$ cat config.mk
export PLATFORM = sky130hd
export DESIGN_NAME = crc16_frame_receiver
export DESIGN_NICKNAME = d
export VERILOG_FILES = /design/src/rtl/crcfr_pkg.sv /design/src/rtl/crcfr_deframer.sv /design/src/rtl/crcfr_out_reg.sv /design/src/rtl/crc16_frame_receiver.sv
export SDC_FILE = /design/constraint.sdc
export NUM_CORES = 1
export LEC_CHECK = 0
export BUFFER_PORTS_ARGS = -buffer_cell sky130_fd_sc_hd__buf_4
export CAP_MARGIN = 10
export CORE_ASPECT_RATIO = 1.25
export CORE_MARGIN = 5
export CORE_UTILIZATION = 60
export CTS_BUF_LIST = sky130_fd_sc_hd__clkbuf_4 sky130_fd_sc_hd__clkbuf_8
export DETAILED_ROUTE_END_ITERATION = 10
export PLACE_DENSITY_LB_ADDON = 0.1
export SETUP_SLACK_MARGIN = 0.5
export SYNTH_ARGS = -nofsm -noshare
export SYNTH_HDL_FRONTEND = slang
export SYNTH_HIERARCHICAL = 1
export SYNTH_SLANG_ARGS = --single-unit
$ cat constraint.sdc
create_clock -name clk -period 3.46 [get_ports clk]
set_input_delay 0.173 -clock clk [delete_from_list [all_inputs] [get_ports clk]]
set_output_delay 0.173 -clock clk [all_outputs]
set_load 0.01 [all_outputs]
$ cat src/rtl/crcfr_pkg.sv
`default_nettype none
// ----------------------------------------------------------------------------
// crcfr_pkg: shared definitions for the CRC-16 frame receiver
// Frame phases, result codes, the result record and the byte-wide
// CRC-16/MODBUS update.
// ----------------------------------------------------------------------------
package crcfr_pkg;

	// Frame phases of the receive sequencer.
	typedef enum logic [2:0] {
		PH_HUNT_A5 = 3'd0,
		PH_HUNT_5A = 3'd1,
		PH_LEN     = 3'd2,
		PH_CMD     = 3'd3,
		PH_DATA    = 3'd4,
		PH_CRC_HI  = 3'd5,
		PH_CRC_LO  = 3'd6
	} phase_t;

	// End-of-frame status codes.
	typedef enum logic [1:0] {
		ST_OK       = 2'd0,
		ST_CRC_ERR  = 2'd1,
		ST_TOO_LONG = 2'd2
	} status_t;

	// Result kinds.
	localparam logic KIND_DATA = 1'b0;
	localparam logic KIND_END  = 1'b1;

	// Header bytes and CRC constants.
	localparam logic [7:0]  HDR_BYTE0   = 8'hA5;
	localparam logic [7:0]  HDR_BYTE1   = 8'h5A;
	localparam logic [15:0] CRC_INIT    = 16'hFFFF;
	localparam logic [15:0] CRC_POLY    = 16'hA001;
	localparam logic [7:0]  MAX_PAY_RST = 8'hFF;

	// One result record as it leaves the sequencer.
	typedef struct packed {
		logic        kind;
		logic [7:0]  data_byte;
		logic [7:0]  byte_index;
		logic [7:0]  command;
		logic [7:0]  length;
		status_t     status;
		logic [15:0] first_word;
	} result_t;

	// Reflected CRC-16 update over one byte, eight shift steps.
	function automatic logic [15:0] crc_byte(input logic [15:0] crc, input logic [7:0] b);
		logic [15:0] c;
		c = crc ^ {8'h00, b};
		for (int k = 0; k < 8; k++) begin
			if (c[0]) begin
				c = (c >> 1) ^ CRC_POLY;
			end else begin
				c = c >> 1;
			end
		end
		return c;
	endfunction

	// CRC after the two header bytes.
	localparam logic [15:0] CRC_AFTER_HDR = crc_byte(crc_byte(CRC_INIT, HDR_BYTE0), HDR_BYTE1);

endpackage
`default_nettype wire

$ cat src/rtl/crcfr_deframer.sv
`default_nettype none
// ----------------------------------------------------------------------------
// crcfr_deframer: input register and frame sequencer
// Registers each accepted byte, then runs header hunt, length, command,
// payload and CRC check in one pass, producing at most one result per byte.
// ----------------------------------------------------------------------------
module crcfr_deframer
	import crcfr_pkg::*;
(
	input  wire logic       clk,
	input  wire logic       arst_n,
	input  wire logic       cfg_valid,
	input  wire logic [7:0] cfg_data,
	input  wire logic       in_valid,
	input  wire logic [7:0] in_byte,
	output logic            in_ready,
	input  wire logic       out_free,
	output logic            res_valid,
	output result_t         res
);

	logic        valid_s1;
	logic [7:0]  byte_s1;
	logic [7:0]  max_pay_q;
	phase_t      phase_q, phase_d;
	logic [15:0] crc_q, crc_d;
	logic [7:0]  len_q, len_d;
	logic [7:0]  cmd_q, cmd_d;
	logic [7:0]  cnt_q, cnt_d;
	logic [7:0]  crch_q, crch_d;
	logic [15:0] word_q, word_d;
	logic        emit;
	logic        advance;
	logic [15:0] crc_next;

	// The registered byte moves on when its result, if any, has room.
	assign advance   = valid_s1 && (!emit || out_free);
	assign in_ready  = !valid_s1 || advance;
	assign res_valid = advance && emit;
	assign crc_next  = crc_byte(crc_q, byte_s1);

	// Configuration register.
	always_ff @(posedge clk or negedge arst_n) begin
		if (!arst_n) begin
			max_pay_q <= MAX_PAY_RST;
		end else if (cfg_valid) begin
			max_pay_q <= cfg_data;
		end
	end

	// Input register.
	always_ff @(posedge clk or negedge arst_n) begin
		if (!arst_n) begin
			valid_s1 <= 1'b0;
		end else if (in_ready) begin
			valid_s1 <= in_valid;
		end
	end

	always_ff @(posedge clk) begin
		if (in_ready && in_valid) begin
			byte_s1 <= in_byte;
		end
	end

	// Sequencer state.
	always_ff @(posedge clk or negedge arst_n) begin
		if (!arst_n) begin
			phase_q <= PH_HUNT_A5;
			crc_q   <= CRC_INIT;
			len_q   <= '0;
			cmd_q   <= '0;
			cnt_q   <= '0;
			crch_q  <= '0;
			word_q  <= '0;
		end else if (advance) begin
			phase_q <= phase_d;
			crc_q   <= crc_d;
			len_q   <= len_d;
			cmd_q   <= cmd_d;
			cnt_q   <= cnt_d;
			crch_q  <= crch_d;
			word_q  <= word_d;
		end
	end

	// Next state and result for the registered byte.
	always_comb begin
		phase_d        = phase_q;
		crc_d          = crc_q;
		len_d          = len_q;
		cmd_d          = cmd_q;
		cnt_d          = cnt_q;
		crch_d         = crch_q;
		word_d         = word_q;
		emit           = 1'b0;
		res.kind       = KIND_DATA;
		res.data_byte  = '0;
		res.byte_index = '0;
		res.command    = cmd_q;
		res.length     = len_q;
		res.status     = ST_OK;
		res.first_word = '0;
		case (phase_q)
			PH_HUNT_A5: begin
				if (byte_s1 == HDR_BYTE0) begin
					phase_d = PH_HUNT_5A;
				end
			end
			PH_HUNT_5A: begin
				if (byte_s1 == HDR_BYTE1) begin
					crc_d   = CRC_AFTER_HDR;
					phase_d = PH_LEN;
				end else if (byte_s1 != HDR_BYTE0) begin
					phase_d = PH_HUNT_A5;
				end
			end
			PH_LEN: begin
				len_d   = byte_s1;
				crc_d   = crc_next;
				phase_d = PH_CMD;
			end
			PH_CMD: begin
				cmd_d       = byte_s1;
				crc_d       = crc_next;
				cnt_d       = '0;
				word_d      = '0;
				res.command = byte_s1;
				if (len_q > max_pay_q) begin
					phase_d    = PH_HUNT_A5;
					emit       = 1'b1;
					res.kind   = KIND_END;
					res.status = ST_TOO_LONG;
				end else if (len_q == 8'd0) begin
					phase_d = PH_CRC_HI;
				end else begin
					phase_d = PH_DATA;
				end
			end
			PH_DATA: begin
				crc_d = crc_next;
				if (cnt_q == 8'd0) begin
					word_d = {byte_s1, word_q[7:0]};
				end else if (cnt_q == 8'd1) begin
					word_d = {word_q[15:8], byte_s1};
				end
				emit           = 1'b1;
				res.data_byte  = byte_s1;
				res.byte_index = cnt_q;
				cnt_d          = cnt_q + 8'd1;
				if (cnt_d == len_q) begin
					phase_d = PH_CRC_HI;
				end
			end
			PH_CRC_HI: begin
				crch_d  = byte_s1;
				phase_d = PH_CRC_LO;
			end
			PH_CRC_LO: begin
				phase_d        = PH_HUNT_A5;
				emit           = 1'b1;
				res.kind       = KIND_END;
				res.status     = ({crch_q, byte_s1} == crc_q) ? ST_OK : ST_CRC_ERR;
				res.first_word = word_q;
			end
			default: begin
				phase_d = PH_HUNT_A5;
			end
		endcase
	end

`ifndef SYNTH
	// Payload results come only from the payload phase.
	a_data_phase: assert property (@(posedge clk) disable iff (!arst_n)
		res_valid && (res.kind == KIND_DATA) |-> phase_q == PH_DATA)
		else $error("payload result outside payload phase");

	// The payload counter stays below the frame length.
	a_cnt_bound: assert property (@(posedge clk) disable iff (!arst_n)
		phase_q == PH_DATA |-> cnt_q < len_q)
		else $error("payload counter reached frame length");

	// Hunting never produces a result.
	a_hunt_quiet: assert property (@(posedge clk) disable iff (!arst_n)
		(phase_q == PH_HUNT_A5 || phase_q == PH_HUNT_5A) |-> !emit)
		else $error("result while hunting for header");

	// The CRC low byte closes the frame and restarts the hunt.
	a_crc_lo_end: assert property (@(posedge clk) disable iff (!arst_n)
		advance && (phase_q == PH_CRC_LO) |=> phase_q == PH_HUNT_A5)
		else $error("frame did not close after CRC low byte");
`endif

endmodule
`default_nettype wire

$ cat src/rtl/crcfr_out_reg.sv
`default_nettype none
// ----------------------------------------------------------------------------
// crcfr_out_reg: result register
// Holds one result until the consumer takes it; reports when it can load.
// ----------------------------------------------------------------------------
module crcfr_out_reg
	import crcfr_pkg::*;
(
	input  wire logic    clk,
	input  wire logic    arst_n,
	input  wire logic    res_valid,
	input  result_t      res,
	output logic         out_free,
	output logic         out_valid,
	input  wire logic    out_ready,
	output result_t      out_res
);

	logic    valid_q;
	result_t res_q;

	// Free when empty or when the held request leaves this cycle.
	assign out_free  = !valid_q || out_ready;
	assign out_valid = valid_q;
	assign out_res   = res_q;

	always_ff @(posedge clk or negedge arst_n) begin
		if (!arst_n) begin
			valid_q <= 1'b0;
		end else if (out_free) begin
			valid_q <= res_valid;
		end
	end

	always_ff @(posedge clk) begin
		if (out_free && res_valid) begin
			res_q <= res;
		end
	end

endmodule
`default_nettype wire

$ cat src/rtl/crc16_frame_receiver.sv
`default_nettype none
// ----------------------------------------------------------------------------
// crc16_frame_receiver: streaming deframer with CRC-16/MODBUS check
// Top level: input register and sequencer, followed by the result register.
// ----------------------------------------------------------------------------
// Takes one received byte per cycle when the result side does not stall and
// returns at most one result per byte via input, then result register. The
// byte-wide CRC update and the frame sequencer sit in a single stage between
// those registers, so with the output side ready a byte is accepted in every
// cycle. Frames are A5 5A LEN CMD payload CRC_HI CRC_LO; payload bytes are
// passed out as they arrive and each frame ends with one end result carrying
// ok, CRC mismatch or too long. max_payload resets to 255; the user writes it
// over the cfg channel while the receiver is idle, which the block does not enforce.
// ----------------------------------------------------------------------------
module crc16_frame_receiver
	import crcfr_pkg::*;
(
	input  wire logic         clk,
	input  wire logic         arst_n,
	input  wire logic         cfg_valid,
	output logic              cfg_ready,
	input  wire logic [7:0]   cfg_data,
	input  wire logic         in_valid,
	output logic              in_ready,
	input  wire logic [7:0]   rx_byte,
	output logic              out_valid,
	input  wire logic         out_ready,
	output logic              kind,
	output logic [7:0]        data_byte,
	output logic [7:0]        byte_index,
	output logic [7:0]        command,
	output logic [7:0]        length,
	output logic [1:0]        status,
	output logic signed [15:0] first_word
);

	logic    res_valid;
	logic    out_free;
	result_t res;
	result_t out_res;

	// Configuration writes are always taken.
	assign cfg_ready = 1'b1;

	crcfr_deframer u_deframer (
		.clk       (clk),
		.arst_n    (arst_n),
		.cfg_valid (cfg_valid),
		.cfg_data  (cfg_data),
		.in_valid  (in_valid),
		.in_byte   (rx_byte),
		.in_ready  (in_ready),
		.out_free  (out_free),
		.res_valid (res_valid),
		.res       (res)
	);

	crcfr_out_reg u_out_reg (
		.clk       (clk),
		.arst_n    (arst_n),
		.res_valid (res_valid),
		.res       (res),
		.out_free  (out_free),
		.out_valid (out_valid),
		.out_ready (out_ready),
		.out_res   (out_res)
	);

	// Result fields onto the ports.
	assign kind       = out_res.kind;
	assign data_byte  = out_res.data_byte;
	assign byte_index = out_res.byte_index;
	assign command    = out_res.command;
	assign length     = out_res.length;
	assign status     = out_res.status;
	assign first_word = out_res.first_word;

endmodule
`default_nettype wire

* Word level (Yosys, flattened, before mapping)
Index checks and enable logic that the tools add are counted.
** Storage, ports and cells
- Word-level logic and storage cells :: 101
- Output and inout port bits :: 54
- Flip-flop bits (word level) :: 136
- Input bits :: 21
** Operators by class
- Bitwise gates (word level) :: 9
- Reductions and logical operators :: 24
- $lt $le $gt $ge :: 1
- Equal/unequal tests :: 19
- $add $sub $neg :: 1
- Multiplexer cells :: 28
** Operators by type and width (number)
- 16-bit two-way mux :: 10
- 16-bit one-hot mux with 2 select lines :: 2
- 2-bit NOT with 3-bit output :: 8
- 3-bit one-hot mux with 6 select lines :: 1
- 16-bit == test :: 1
- 8-bit logical NOT :: 2
- 8-bit two-way mux :: 2
- 8-bit one-hot mux with 2 select lines :: 1
- 16-bit by 8-bit bitwise XOR with 16-bit output :: 1
- 3-bit two-way mux :: 5
- 2-bit by 1-bit inequality test with 1-bit output (second input constant) :: 5
- 3-bit == test (second input constant) :: 3
- 8-bit by 1-bit adder with 8-bit output (second input constant) :: 1
- 8-bit by 1-bit == test with 1-bit output (second input constant) :: 1
- 8-bit by 7-bit == test with 1-bit output (second input constant) :: 1
- 8-bit == test :: 1
- 8-bit == test (second input constant) :: 1
- 8-bit > comparator :: 1
- 8-bit inequality test (second input constant) :: 1
- 4-bit AND reduction :: 2
- 3-bit by 2-bit == test with 1-bit output (second input constant) :: 2
- 2-bit AND reduction :: 3
- 3-bit AND reduction :: 2
- 1-bit logical AND :: 4
- other kinds (13) :: 21

* Depth between registers and ports, before layout
- Depth in word-level cells :: 18
- Depth in mapped cells :: 10
- Gate-level depth less buffers :: 9

* Hierarchy
The synthesis kept the hierarchy.
** By module, submodules not included
- crcfr_deframer :: instances 1, area each 4712.0 um2, seq. area each 2172.1 um2, cells an instance 469
- crcfr_out_reg :: instances 1, area each 1585.3 um2, seq. area each 1556.5 um2, cells an instance 55
- crc16_frame_receiver :: instances 1, area each 11.3 um2, seq. area each 0.0 um2, cells an instance 2

* Worst setup path before layout
OpenSTA, ideal clock, no wires.
- Kind :: register -> register
- Start :: reg u_deframer.max_pay_q[1]
- End :: reg u_out_reg.res_q (netlist bit u_out_reg/out_res[0]) (enable)
- Arrival time :: 2.496 ns
- Clock period less this slack :: 2.868 ns
- Buffers on the path :: 1
- Cell stages (with the launch flop) :: 11
- Data required time :: 3.088 ns
- Path slack :: 0.592 ns
- Setup time :: 0.372 ns
- Cell sequence :: dfstp_2 > inv_1 > ha_1 > nor2b_1 > o211ai_1 > a21oi_1 > o32ai_4 > o31ai_2 > clkbuf_1 > a21oi_1 > and2_4
** On the way
- Word-level cells in the longest chain between the ends :: 8
** RTL lines
- start, declared :: RTL line crcfr_deframer.sv:24 : logic [7:0] max_pay_q;
- start signal, assigned :: RTL line crcfr_deframer.sv:47 : max_pay_q <= cfg_data;
- 8-bit > comparator * :: RTL line crcfr_deframer.sv:129 : if (len_q > max_pay_q) begin
- 1-bit two-way mux * :: RTL line crcfr_deframer.sv:129
- 1-bit one-hot mux with 2 select lines * :: RTL line crcfr_deframer.sv:104 : case (phase_q)
- 1-bit logical NOT :: RTL line crcfr_deframer.sv:37 : assign advance = valid_s1 && (!emit || out_free);
- 1-bit logical OR :: RTL line crcfr_deframer.sv:37
- 1-bit logical AND :: RTL line crcfr_deframer.sv:37
- 1-bit logical AND * :: RTL line crcfr_deframer.sv:39 : assign res_valid = advance && emit;
- net res_valid :: RTL line crc16_frame_receiver.sv:37 : logic res_valid;
- 1-bit logical AND * :: RTL line crcfr_out_reg.sv:36 : if (out_free && res_valid) begin
- end signal, assigned :: RTL line crcfr_out_reg.sv:37 : res_q <= res;
- end, declared :: RTL line crcfr_out_reg.sv:20 : result_t res_q;
The timed path passes the listed nets; every way through them passes the cells marked *.
A chain may end at the register's enable or synchronous reset.

* Worst setup path in the final report
- Start :: reg u_deframer.max_pay_q[1]
- End :: out in_ready
** On the way
- Word-level cells in the longest chain between the ends :: 7
** RTL lines
- 8-bit > comparator :: RTL line crcfr_deframer.sv:129
- 1-bit two-way mux :: RTL line crcfr_deframer.sv:129
- 1-bit one-hot mux with 2 select lines :: RTL line crcfr_deframer.sv:104
- 1-bit logical NOT :: RTL line crcfr_deframer.sv:37
- 1-bit logical OR :: RTL line crcfr_deframer.sv:37
- 1-bit logical AND :: RTL line crcfr_deframer.sv:37
- 1-bit logical OR :: RTL line crcfr_deframer.sv:38 : assign in_ready = !valid_s1 || advance;
- end, declared :: RTL line crc16_frame_receiver.sv:24 : output logic in_ready,
Every way passes these cells.

==> flow_summary.toml <==
[floorplan]
rows = 41
die_x_um = 102
dieArea_um2 = 12700
core_area_um2 = 10200
fp.dieH_um = 125
start_util_pct = 61.8
num_io_pins = 75

[cts]
root_buffer = "clkbuf_8"
cts_tree = "yes"
clk_latency_ns = 0.43
htreeDepth = 4
cts_made_buffers = 17
clock_tree.buffer_depth = 2
clk_pin_slew_worst_paths_ns = 0.08
cts_sinks = 136

[place]
numPortBuffers = 73
place_ws_ns = 0.461
gp_congestion = 0.843
dp_cells = 704
place_hpwl_um = 8620
dpl_cell_area_um2 = 6900

[sta]
holdWs_ns = 0.0340
hold_viol = 0
setup-tns-final_ns = 0
max_freq_mhz = 353
fin_crit_sh_pct = 82.0
finalMaxSlewViolations = 0
worst_slack_ns = 0.624
slew_headroom_pct = 34.6
final.setup_skew_ns = 0.00814
period_needed_ns = 2.84
tightest_slew_ns = 0.977
setup-violations-final = 0
rsz0062_at_grt = "no"

[global_routing]
grt_overflow_total = 0
grt_pass1_wl_um = 21500
grt_max_degree = 78
grt_pass1_vias = 4305
antenna_found_initial = 0
track_usage_pct = 21.9

[logic_synthesis]
synth_top_area_share_pct = 28.1
synthDistinctLibCells = 58
syn_avg_cell_area_um2 = 12.0
ys.flop_type = "edfxtp_1"
synth_cells = 526
synth_area_um2 = 6310
synth_nets = 562
synth-seq-cells = 136
synth_top_area_cell = "edfxtp_1"
ys_seq_area_share_pct = 59.1
yosys.cell_count.top_type = "nand2_1"
synth_edf_count = 59
synth_warnings = 6
async_flop_share_pct = 56.6
synth_common_cells = "nand2_1 (63), edfxtp_1 (59), dfrtp_1 (53)"
synth_area_leaders = "edfxtp_1 (28%), dfrtp_1 (21%), dfstp_2 (10%), mux2_2 (4.5%), nand2_1 (3.7%)"

[detailed_routing]
wl_um = 13600
wl_per_cell_um = 17.7
first_pass_iters = 5
drc = 0
drtAntennaViolNets = 0
drt_iter0_markers = 301
wl_met3_um = 791
routed-via-count = 4317
viasPerCell = 5.64
wl_met1_um = 5360
wl_met2_um = 7170
top_layer = "met4"

[worst_setup_path]
critPathMaxFanout = 8
arrival_ns = 2.66
criticalPathCategory = "flip-flop to output pin"
required_ns = 3.29
critical_path.endpoint_type = "output pin"
worst_setup_path_start_kind = "flip-flop"

[layout]
fillCellCount = 669
fin_cells = 766
stdcell_area_um2 = 7690
multi_input_area_um2 = 2410
regArea_um2 = 3730
antenna_cells = 0
layout-drive-gt1-share_pct = 28.7
layout-area-overhead-vs-synth_pct = 21.9
layout.nets = 660

[pwr]
leakage_uw = 0.00313
max-vdd-ir-drop_mv = 0.408
power_density_nw_per_um2 = 630

[hold_path]
hp-class = "primary input to flip-flop"

[job]
maxCapViolCount = 0

[outcome]
outcome = "finished clean"
-- worst max-delay path, stage by stage (launching register included) --
cell and delay (ns):
dfstp_2 0.52, inv_1 0.07, ha_4 0.21, nor2b_1 0.12, o211ai_1 0.21, a21oi_2 0.10
o32ai_4 0.48, o21ai_1 0.15, nand3b_1 0.20, buf_4 0.16
-- through the flow --
stage               power, µW  utilization (%)
floorplan                2980                -
global placement         3220             67.6
detailed placement       3270             67.6
CTS                      4850             74.8
global route             5090             75.3
finish                   4850             75.3
-- routing by layer --
metal  global-route usage [%]  vias to the layer above
met5                        0                        -
met4                     7.51                        0
met3                     5.15                       25
met2                     37.3                      144
met1                     27.0                     2102
li1                         -                     2046
-- cells by family (layout without fill, tap and decap cells) --
group,Yosys count,count (layout),synth area share (%)
AOI/OAI and AO/OA,100,100,10.7
xor gates and xnor gates,38,38,5.81
and+or+nand+nor,167,170,13.5
DFF,136,136,59.1
buffers and inverters,44,152,3.47
adders and majority gates,15,15,2.98
other,1,1,0.0594
muxes,25,25,4.46
-- where the power goes --
part	internal [µW]	switching (µW)	total, µW
logic	527	581	1110
registers	1970	216	2190
clock network	964	589	1550
total	3460	1390	4850
-- timing repair --
| item | CTS | global route |
|---|---|---|
| endpoints found under the hold margin | 70 | 0 |
| gates cloned | 1 | 2 |
| setup buffers | 0 | 3 |
| gates resized for setup | 1 | 6 |
| hold buffers | 24 | 0 |
| pin swaps | 0 | 7 |
| setup endpoints to repair | 51 | 56 |
-- sequential cells by signal, summed over array words and instances (netlist names) --
| signal | flops |
|---|---|
| u_deframer/byte_s1 | 8 |
| u_deframer/word_q | 16 |
| u_deframer/crc_q | 16 |
| u_deframer/cmd_q | 8 |
| u_deframer/crch_q | 8 |
| u_out_reg/out_valid | 1 |
| u_deframer/valid_s1 | 1 |
| u_out_reg/out_res | 51 |
| u_deframer/len_q | 8 |
| u_deframer/max_pay_q | 8 |
| u_deframer/phase_q | 3 |
| u_deframer/cnt_q | 8 |
-- path summary, 6_finish.rpt --
check	start	to	slack [ns]	cells after the start
worst max register to register	u_deframer/max_pay_q[7]$_DFFE_PN1P_	u_out_reg/out_res[11]$_DFFE_PP_	0.64	8
worst min register to register	u_deframer/cmd_q[4]$_DFFE_PN0P_	u_deframer/cmd_q[4]$_DFFE_PN0P_	0.48	2
worst min-delay path	cfg_valid	u_deframer/max_pay_q[2]$_DFFE_PN1P_	0.03	2
max in group asynchronous	arst_n	u_deframer/cnt_q[1]$_DFFE_PN0P_	2.40	2
min in group asynchronous	arst_n	u_deframer/len_q[4]$_DFFE_PN0P_	0.42	2
worst max-delay path	u_deframer/max_pay_q[1]$_DFFE_PN1P_	in_ready	0.62	9
-- area by class of cell --
class	instances	share of cell area [%]
Multi-Input combinational cell	349	31.3
Clock buffer	20	3.42
Tap cell	129	2.10
Clock inverter	12	2.90
Inverter	14	0.683
Timing Repair Buffer	106	11.1
Sequential cell	136	48.5
-- layout by cell type (no fill, tap or decap), drive strengths merged, types with 4 or more instances in the layout --
master,instances
dfstp,24
xor2,13
buf,82
o31ai,12
nor2,26
mux2,25
o21ai,47
inv,14
clkbuf,20
a22o,11
a21oi,12
nand2b,6
nand3,6
edfxtp,59
and2,38
nand4,9
bufinv,6
dlygate4sd3,24
nand2,63
clkinvlp,4
xnor2,25
ha,15
dfrtp,53
Note: power is estimated with default switching activity, not from simulation.
